`src/hdl/calendar_datetime_stepper_unit_defines.svh`:
```
// assertion macros for the calendar date-time stepper
// used by calendar_datetime_stepper_unit.sv, no other dependencies
`ifndef CALENDAR_DATETIME_STEPPER_UNIT_DEFINES_SVH
`define CALENDAR_DATETIME_STEPPER_UNIT_DEFINES_SVH

`ifndef SYNTH
`define CDSU_ASSERT(lbl, clk, rstn, prop) \
  lbl: assert property (@(posedge clk) disable iff (!rstn) prop) \
    else $error("calendar stepper check failed");
`define CDSU_ASSERT_NEVER(lbl, clk, rstn, cond) \
  lbl: assert property (@(posedge clk) disable iff (!rstn) !(cond)) \
    else $error("calendar stepper forbidden condition");
`else
`define CDSU_ASSERT(lbl, clk, rstn, prop)
`define CDSU_ASSERT_NEVER(lbl, clk, rstn, cond)
`endif

`endif

```
`src/hdl/cdsu_pkg.sv`:
```
// types, constants and helper functions for the calendar date-time stepper
// no dependencies; used by cdsu_step and calendar_datetime_stepper_unit
package cdsu_pkg;

  typedef enum logic [2:0] {
    OpLoad     = 3'd0,
    OpNextHour = 3'd1,
    OpPrevHour = 3'd2,
    OpNextDay  = 3'd3,
    OpPrevDay  = 3'd4,
    OpRead     = 3'd5
  } op_e;

  // yr_mod tracks year mod 100 so the date word needs no divider
  typedef struct packed {
    logic [11:0] year;
    logic [3:0]  month;
    logic [4:0]  day;
    logic [4:0]  hour;
    logic [5:0]  minute;
    logic [5:0]  second;
    logic [6:0]  yr_mod;
  } dt_t;

  localparam logic [11:0] YearLoadMin   = 12'd2000;
  localparam logic [11:0] YearLoadMax   = 12'd2099;
  localparam logic [11:0] YearTop       = 12'hFFF;
  localparam logic [3:0]  MonthMax      = 4'd12;
  localparam logic [3:0]  MonthFeb      = 4'd2;
  localparam logic [4:0]  HourMax       = 5'd23;
  localparam logic [5:0]  MinSecMax     = 6'd59;
  localparam logic [4:0]  LeapFebDays   = 5'd29;
  localparam logic [6:0]  YrModMax      = 7'd99;
  localparam logic [6:0]  YrModOfTop    = 7'd95;
  localparam logic [7:0]  DateFill      = 8'h20;

  localparam dt_t DtReset = '{
    year: 12'd2000, month: 4'd1, day: 5'd1, hour: 5'd0,
    minute: 6'd0, second: 6'd0, yr_mod: 7'd0
  };

  function automatic logic [4:0] month_len(input logic [11:0] year,
                                           input logic [3:0] month);
    logic [4:0] len;
    case (month)
      4'd1, 4'd3, 4'd5, 4'd7, 4'd8, 4'd10, 4'd12: len = 5'd31;
      4'd4, 4'd6, 4'd9, 4'd11:                   len = 5'd30;
      MonthFeb: len = (year[1:0] == 2'b00) ? LeapFebDays : 5'd28;
      default:  len = 5'd0;
    endcase
    return len;
  endfunction

  // binary 0..99 to two bcd digits, tens found by independent compares
  function automatic logic [7:0] to_bcd(input logic [6:0] v);
    logic [3:0] tens;
    logic [6:0] ones;
    tens = 4'd0;
    for (int i = 1; i < 10; i++) begin
      if (v >= 7'(i * 10)) begin
        tens = 4'(i);
      end
    end
    ones = v - 7'(tens) * 7'd10;
    return {tens, ones[3:0]};
  endfunction

endpackage

```
`src/hdl/cdsu_step.sv`:
```
// next-state logic: load check and hour/day stepping with carries
// depends on cdsu_pkg
module cdsu_step (
  input  cdsu_pkg::dt_t cur_i,
  input  cdsu_pkg::dt_t load_i,
  input  cdsu_pkg::op_e op_i,
  output cdsu_pkg::dt_t nxt_o,
  output logic          ok_o
);

  function automatic cdsu_pkg::dt_t day_fwd(input cdsu_pkg::dt_t d);
    cdsu_pkg::dt_t r;
    r = d;
    if (d.day >= cdsu_pkg::month_len(d.year, d.month)) begin
      r.day = 5'd1;
      if (d.month >= cdsu_pkg::MonthMax) begin
        r.month = 4'd1;
        r.year  = d.year + 12'd1;
        if (d.year == cdsu_pkg::YearTop || d.yr_mod >= cdsu_pkg::YrModMax) begin
          r.yr_mod = 7'd0;
        end else begin
          r.yr_mod = d.yr_mod + 7'd1;
        end
      end else begin
        r.month = d.month + 4'd1;
      end
    end else begin
      r.day = d.day + 5'd1;
    end
    return r;
  endfunction

  function automatic cdsu_pkg::dt_t day_bwd(input cdsu_pkg::dt_t d);
    cdsu_pkg::dt_t r;
    r = d;
    if (d.day <= 5'd1) begin
      if (d.month <= 4'd1 || d.month > cdsu_pkg::MonthMax) begin
        r.month = cdsu_pkg::MonthMax;
        r.year  = d.year - 12'd1;
        if (d.year == 12'd0) begin
          r.yr_mod = cdsu_pkg::YrModOfTop;
        end else if (d.yr_mod == 7'd0) begin
          r.yr_mod = cdsu_pkg::YrModMax;
        end else begin
          r.yr_mod = d.yr_mod - 7'd1;
        end
      end else begin
        r.month = d.month - 4'd1;
      end
      r.day = cdsu_pkg::month_len(r.year, r.month);
    end else begin
      r.day = d.day - 5'd1;
    end
    return r;
  endfunction

  logic          load_ok;
  cdsu_pkg::dt_t hour_up;
  cdsu_pkg::dt_t hour_dn;

  assign load_ok = load_i.second <= cdsu_pkg::MinSecMax &&
                   load_i.minute <= cdsu_pkg::MinSecMax &&
                   load_i.hour <= cdsu_pkg::HourMax &&
                   load_i.day >= 5'd1 &&
                   load_i.month >= 4'd1 && load_i.month <= cdsu_pkg::MonthMax &&
                   load_i.year >= cdsu_pkg::YearLoadMin &&
                   load_i.year <= cdsu_pkg::YearLoadMax &&
                   load_i.day <= cdsu_pkg::month_len(load_i.year, load_i.month);

  always_comb begin
    hour_up = cur_i;
    if (cur_i.hour >= cdsu_pkg::HourMax) begin
      hour_up      = day_fwd(cur_i);
      hour_up.hour = 5'd0;
    end else begin
      hour_up.hour = cur_i.hour + 5'd1;
    end
  end

  always_comb begin
    hour_dn = cur_i;
    if (cur_i.hour == 5'd0) begin
      hour_dn      = day_bwd(cur_i);
      hour_dn.hour = cdsu_pkg::HourMax;
    end else begin
      hour_dn.hour = cur_i.hour - 5'd1;
    end
  end

  always_comb begin
    nxt_o = cur_i;
    ok_o  = 1'b1;
    case (op_i)
      cdsu_pkg::OpLoad: begin
        ok_o = load_ok;
        if (load_ok) begin
          nxt_o = load_i;
        end
      end
      cdsu_pkg::OpNextHour: nxt_o = hour_up;
      cdsu_pkg::OpPrevHour: nxt_o = hour_dn;
      cdsu_pkg::OpNextDay:  nxt_o = day_fwd(cur_i);
      cdsu_pkg::OpPrevDay:  nxt_o = day_bwd(cur_i);
      default:              nxt_o = cur_i;
    endcase
  end

endmodule

```
`src/hdl/calendar_datetime_stepper_unit.sv`:
```
// top level of the calendar date-time stepper with bcd time and date words
// depends on cdsu_pkg, cdsu_step and calendar_datetime_stepper_unit_defines.svh
//
//  channel  handshake                 payload
//  -------  ------------------------  ----------------------------------------
//  in       in_valid_i / in_ready_o   opcode_i, in_year_i .. in_second_i
//  out      out_valid_o / out_ready_i out_year_o .. out_second_o, accepted_o,
//                                     time_word_o, date_word_o
//
// one request per cycle while the output is not stalled; its result shows in the cycle after acceptance
// the stored date-time doubles as the result register, so a request is taken
// whenever the result slot is empty or being drained in the same cycle
// reset leaves 2000-01-01 00:00:00 stored and the result slot empty
// a stalled output holds its result and stalls the input side
`include "calendar_datetime_stepper_unit_defines.svh"

module calendar_datetime_stepper_unit (
  input  logic        clk_i,
  input  logic        rst_ni,
  input  logic        in_valid_i,
  output logic        in_ready_o,
  input  logic [2:0]  opcode_i,
  input  logic [11:0] in_year_i,
  input  logic [3:0]  in_month_i,
  input  logic [4:0]  in_day_i,
  input  logic [4:0]  in_hour_i,
  input  logic [5:0]  in_minute_i,
  input  logic [5:0]  in_second_i,
  output logic        out_valid_o,
  input  logic        out_ready_i,
  output logic [11:0] out_year_o,
  output logic [3:0]  out_month_o,
  output logic [4:0]  out_day_o,
  output logic [4:0]  out_hour_o,
  output logic [5:0]  out_minute_o,
  output logic [5:0]  out_second_o,
  output logic        accepted_o,
  output logic [21:0] time_word_o,
  output logic [29:0] date_word_o
);

  cdsu_pkg::dt_t cur_q, cur_d;
  cdsu_pkg::dt_t load_req;
  logic          out_valid_q, out_valid_d;
  logic          accepted_q;
  logic [21:0]   time_word_q, time_word_d;
  logic [29:0]   date_word_q, date_word_d;
  logic          fire;
  logic          step_ok;
  logic [11:0]   load_yr_off;
  logic [7:0]    bcd_hour, bcd_min, bcd_sec, bcd_day, bcd_month, bcd_yr;

  assign in_ready_o = !out_valid_q || out_ready_i;
  assign fire       = in_valid_i && in_ready_o;

  // a valid load year lies in 2000..2099, so the offset is the year mod 100
  assign load_yr_off = in_year_i - cdsu_pkg::YearLoadMin;

  always_comb begin
    load_req.year   = in_year_i;
    load_req.month  = in_month_i;
    load_req.day    = in_day_i;
    load_req.hour   = in_hour_i;
    load_req.minute = in_minute_i;
    load_req.second = in_second_i;
    load_req.yr_mod = load_yr_off[6:0];
  end

  cdsu_step u_step (
    .cur_i  (cur_q),
    .load_i (load_req),
    .op_i   (cdsu_pkg::op_e'(opcode_i)),
    .nxt_o  (cur_d),
    .ok_o   (step_ok)
  );

  always_comb begin
    bcd_hour  = cdsu_pkg::to_bcd({2'b00, cur_d.hour});
    bcd_min   = cdsu_pkg::to_bcd({1'b0, cur_d.minute});
    bcd_sec   = cdsu_pkg::to_bcd({1'b0, cur_d.second});
    bcd_day   = cdsu_pkg::to_bcd({2'b00, cur_d.day});
    bcd_month = cdsu_pkg::to_bcd({3'b000, cur_d.month});
    bcd_yr    = cdsu_pkg::to_bcd(cur_d.yr_mod);
    time_word_d = {bcd_hour[5:0], bcd_min, bcd_sec};
    date_word_d = {bcd_day[5:0], bcd_month | cdsu_pkg::DateFill, bcd_yr,
                   cdsu_pkg::DateFill};
  end

  always_comb begin
    out_valid_d = out_valid_q;
    if (fire) begin
      out_valid_d = 1'b1;
    end else if (out_ready_i) begin
      out_valid_d = 1'b0;
    end
  end

  always_ff @(posedge clk_i or negedge rst_ni) begin
    if (!rst_ni) begin
      out_valid_q <= 1'b0;
      cur_q       <= cdsu_pkg::DtReset;
    end else begin
      out_valid_q <= out_valid_d;
      if (fire) begin
        cur_q <= cur_d;
      end
    end
  end

  always_ff @(posedge clk_i) begin
    if (fire) begin
      accepted_q  <= step_ok;
      time_word_q <= time_word_d;
      date_word_q <= date_word_d;
    end
  end

  assign out_valid_o  = out_valid_q;
  assign out_year_o   = cur_q.year;
  assign out_month_o  = cur_q.month;
  assign out_day_o    = cur_q.day;
  assign out_hour_o   = cur_q.hour;
  assign out_minute_o = cur_q.minute;
  assign out_second_o = cur_q.second;
  assign accepted_o   = accepted_q;
  assign time_word_o  = time_word_q;
  assign date_word_o  = date_word_q;

  `CDSU_ASSERT(a_month_range, clk_i, rst_ni, cur_q.month >= 4'd1 && cur_q.month <= cdsu_pkg::MonthMax)
  `CDSU_ASSERT(a_day_fits, clk_i, rst_ni, cur_q.day >= 5'd1 && cur_q.day <= cdsu_pkg::month_len(cur_q.year, cur_q.month))
  `CDSU_ASSERT_NEVER(a_hour_range, clk_i, rst_ni, cur_q.hour > cdsu_pkg::HourMax)
  `CDSU_ASSERT_NEVER(a_yr_mod_range, clk_i, rst_ni, cur_q.yr_mod > cdsu_pkg::YrModMax)
  `CDSU_ASSERT(a_reject_holds, clk_i, rst_ni, fire && !step_ok |=> cur_q == $past(cur_q))

endmodule
```
`config.mk`:
```
export PLATFORM = sky130hd
export DESIGN_NAME = calendar_datetime_stepper_unit
export DESIGN_NICKNAME = d
export VERILOG_FILES = /design/src/hdl/cdsu_pkg.sv /design/src/hdl/cdsu_step.sv /design/src/hdl/calendar_datetime_stepper_unit.sv
export VERILOG_INCLUDE_DIRS = /design/src /design/src/hdl
export SDC_FILE = /design/constraint.sdc
export NUM_CORES = 1
export LEC_CHECK = 0
export ABC_CLOCK_PERIOD_IN_PS = 5480
export BUFFER_PORTS_ARGS = -buffer_cell sky130_fd_sc_hd__buf_2
export CAP_MARGIN = 20
export CORE_MARGIN = 3
export CORE_UTILIZATION = 52
export CTS_BUF_LIST = sky130_fd_sc_hd__clkbuf_16
export DETAILED_ROUTE_END_ITERATION = 6
export PLACE_DENSITY = 0.85
export REMOVE_ABC_BUFFERS = 1
export SLEW_MARGIN = 20
export SYNTH_ARGS = -nofsm -noshare
export SYNTH_HDL_FRONTEND = slang
export SYNTH_SLANG_ARGS = --single-unit
```
`constraint.sdc`:
```
create_clock -name clk_i -period 5.48 [get_ports clk_i]
set_input_delay 1.096 -clock clk_i [delete_from_list [all_inputs] [get_ports clk_i]]
set_output_delay 1.096 -clock clk_i [all_outputs]
set_load 0.05 [all_outputs]
```
==> results.yml <==
route:
  met2WireLength_um: 9921
  dr_total_vias: 7213
  drcViolationCount: 0
  drt-initial-drc-count: 752
  wl_per_cell_um: 17.95
  drtAntennaViolNets: 0
  dr.pass1.iters: 6
  routedLengthMet1_um: 8595
  wirelength_um: 21070
  wl_met3_um: 2063
  via_per_inst: 6.144
  top_layer_used: "met4"
yosys:
  synth_xor_area_share_pct: 2.249
  synth_mux_area_share_pct: 3.585
  synth_area_um2: 7398
  ys_seq_area_share_pct: 31.93
  yosys.area_share.adder_pct: 7.407
  synth.area.top_cells: "edfxtp_1 16%, dfrtp_1 13%, ha_1 5.9%, o21ai_0 5.6%, buf_4 5.2%"
  synth_area_leader_cell: "edfxtp_1"
  yosys.area_share.simple_pct: 20.87
  yosys.cell_count.top_type: "nand2_1"
  synth_seq_cells: 86
  ys_types: 95
  ys.warnings.count: 0
  synth_compound_area_share_pct: 23.30
  synthFlopType: "edfxtp_1"
  ys_async_sr_fraction_pct: 53.49
  yosysTopAreaCellShare_pct: 16.24
  synth_edf_count: 40
  netlist_instances: 884
  synth_top_family_by_area: "compound AO/OA/AOI/OAI gates"
  synthTopCellsByCount: "98 x nand2_1, 83 x o21ai_0, 63 x nor2_1"
  syn_area_per_cell_um2: 8.369
clock_network:
  htreeDepth: 3
  clock-sinks: 86
  root_buffer: "clkbuf_16"
  cts_buffers: 9
  ctsHoldBuffers: 0
  insertion_delay_ns: 0.36
  cts_max_path_buffers: 2
  clk_pin_slew_ns: 0.07
  cts_tree: "built"
grt:
  grt_max_degree: 50
  antenna_found_initial: 0
  grt_pass1_wl_um: 33780
  grt_usage_pct: 26.10
  grt_overflow_total: 0
  grt_pass1_vias: 6638
floorplan:
  die_h_um: 125.3
  dieArea_um2: 15700
  io-pin-count: 138
  die_w_um: 125.3
  initial_utilization_pct: 54.57
  core.rowCount: 42
  core_um2: 13560
final_layout:
  diodes: 0
  fin_nets: 1077
  area.growth.synth_to_final_pct: 15.19
  postLayoutCoreUtil_pct: 62.86
  drive_gt1_share_pct: 25.85
critical_path:
  cp-startpoint: "in_month_i[2]"
  path_cells: "buf_2 -> or4_1 -> nand2_1 -> ha_1 -> and3_1 -> a211oi_1 -> a32o_2 -> a31oi_2 -> buf_4 -> nor2_1 -> a31oi_1 -> nor3_2 -> and2_1 -> a221oi_2 -> mux2_4 -> ha_1 -> fa_1 -> xor2_1 -> xnor2_1 -> xnor2_1"
  crit_slowest_cell: "or4_1"
  r2r-end: "date_word_o[11]"
  cp_max_fo: 4
  rr_worst_depth: 22
  reg2reg_setup_slack_ns: 0.22
  critical_path.max_stage_delay_ns: 0.54
  crit_path_end_kind: "flop"
  cp_data_arrival_time_ns: 5.38
  reg2reg_from: "out_month_o[0]"
  worstSetupPathType: "in2reg"
  endpoint: "date_word_o[11]"
  cp.required_ns: 5.59
  cp-start-kind: "primary input"
timing:
  max_slew_margin_pct: 48.62
  fmax_ghz: 0.1895
  worst_pin_slew_ns: 0.7679
  fin_worst_skew_ns: 0.008402
  whs_ns: 0.5160
  timing.final.ws_setup_ns: 0.2033
  tns_ns: 0
  period_share_pct: 96.29
  period_minus_slack_ns: 5.277
  maxSlewViolCount: 0
  hold_violations: 0
  finalSetupViolCount: 0
pwr:
  worst_ir_drop_vdd_mv: 0.3026
  p_per_area_nw_per_um2: 545.1
  total_power_mw: 4.645
  leakage_nw: 3.696
min_path:
  hold_path.class: "reg2reg"
  whs_path_depth: 2
place:
  gp_congestion: 1.040
  pre_cts_ws_ns: -0.2145
  dp_hpwl_um: 15430
  io_buffers: 124
job:
  drv_cap: 0
status:
  status: "finished, final reports clean"
## how the worst min path moves through the flow
stage                          startpoint               to  slack [ns]
final                     out_minute_o[1]  out_minute_o[1]        0.52
after global routing      out_second_o[0]  out_second_o[0]        0.56
after CTS                 out_second_o[1]  out_second_o[1]        0.52
after detailed placement  out_second_o[3]  out_second_o[3]        0.50
after global placement    out_second_o[2]  out_second_o[2]        0.48
after floorplan                  cur_q[1]         cur_q[1]        0.57
## cell usage in the layout, fill, tap and decap left out, drive strengths merged, types with 4 or more instances in the layout
master	netlist	routed
nor2	65	65
buf	71	186
o21ai	92	92
xor2	7	7
a22oi	12	12
inv	47	51
and2	6	6
clkbuf	28	9
nor4	9	9
nor2b	10	10
mux2	9	9
nor3	27	27
and3	7	7
clkinv	1	4
or4	5	5
a211oi	9	9
nand2b	16	16
conb	2	13
o41ai	4	4
nand4	11	11
a31oi	8	8
nand3	25	25
xnor2	12	12
o21a	6	6
mux2i	16	16
ha	35	35
o22ai	10	10
a221oi	7	7
o211ai	10	10
dfrtp	38	38
or2	6	6
nand2	98	98
dfstp	8	8
a21oi	55	55
fa	4	4
edfxtp	40	40
o31ai	6	6
a21o	4	4
nor4b	5	5
## layout make-up
type / instances / area [um^2]
fill: 1211 / 5036
multi-input combinational: 662 / 4369
sequential: 86 / 2362
timing repair buffer: 186 / 1106
clock buffer: 9 / 225.2
tap: 176 / 220.2
inverter: 48 / 180.2
clock inverter: 7 / 58.81
## critical path: cells and delay by family
kind / cells / cell delay [ns]
fa+ha+maj: 3 / 0.85
mux: 1 / 0.27
compound gates: 5 / 0.86
simple gates: 6 / 1.59
buf+inv: 2 / 0.28
xor+xnor: 3 / 0.43
## metal layers
layer  global-route usage [%]  vias to the layer above
met5                        0                        -
met4                    10.01                        0
met1                    35.55                     3410
met2                    41.63                      393
met3                    4.648                       40
li1                         -                     3370
## flip-flops by register name, indices dropped and copies added (netlist names)
register and flops:
accepted_o 1, time_word_o 20, out_day_o 5, out_month_o 4
cur_q 7, out_minute_o 6, out_valid_o 1, date_word_o 19
out_hour_o 5, out_second_o 6, out_year_o 12
## cell families (layout without fill, tap and decap cells)
kind of cell,after synthesis,count (layout)
AND/OR/NAND/NOR,303,303
other,2,13
multiplexers,25,25
buffers and inverters,147,250
flip-flops,86,86
XOR/XNOR,19,19
AO/OA/AOI/OAI,260,260
adder cells (fa/ha/maj),42,42
## through the flow
stage / std cells / area [um^2]
CTS: 1173 / 8444
global route: 1174 / 8522
global placement: 1157 / 8150
floorplan: 796 / 6839
detailed placement: 1157 / 8150
finish: 1174 / 8522
## repair_timing
item | 4_1_cts | 5_1_grt
gates resized for setup | 2 | 14
endpoints found under the setup margin | 1 | 4
pin swaps | 0 | 3
buffers inserted | 0 | 1
## power breakdown
| group | leakage (nW) | internal [mW] | total, mW | switching, mW |
|---|---|---|---|---|
| Clock | 0.144 | 0.315 | 0.596 | 0.282 |
| Combinational | 2.57 | 1.04 | 2.88 | 1.84 |
| Sequential | 0.981 | 0.916 | 1.17 | 0.254 |
(Power assumes the default switching activity.)
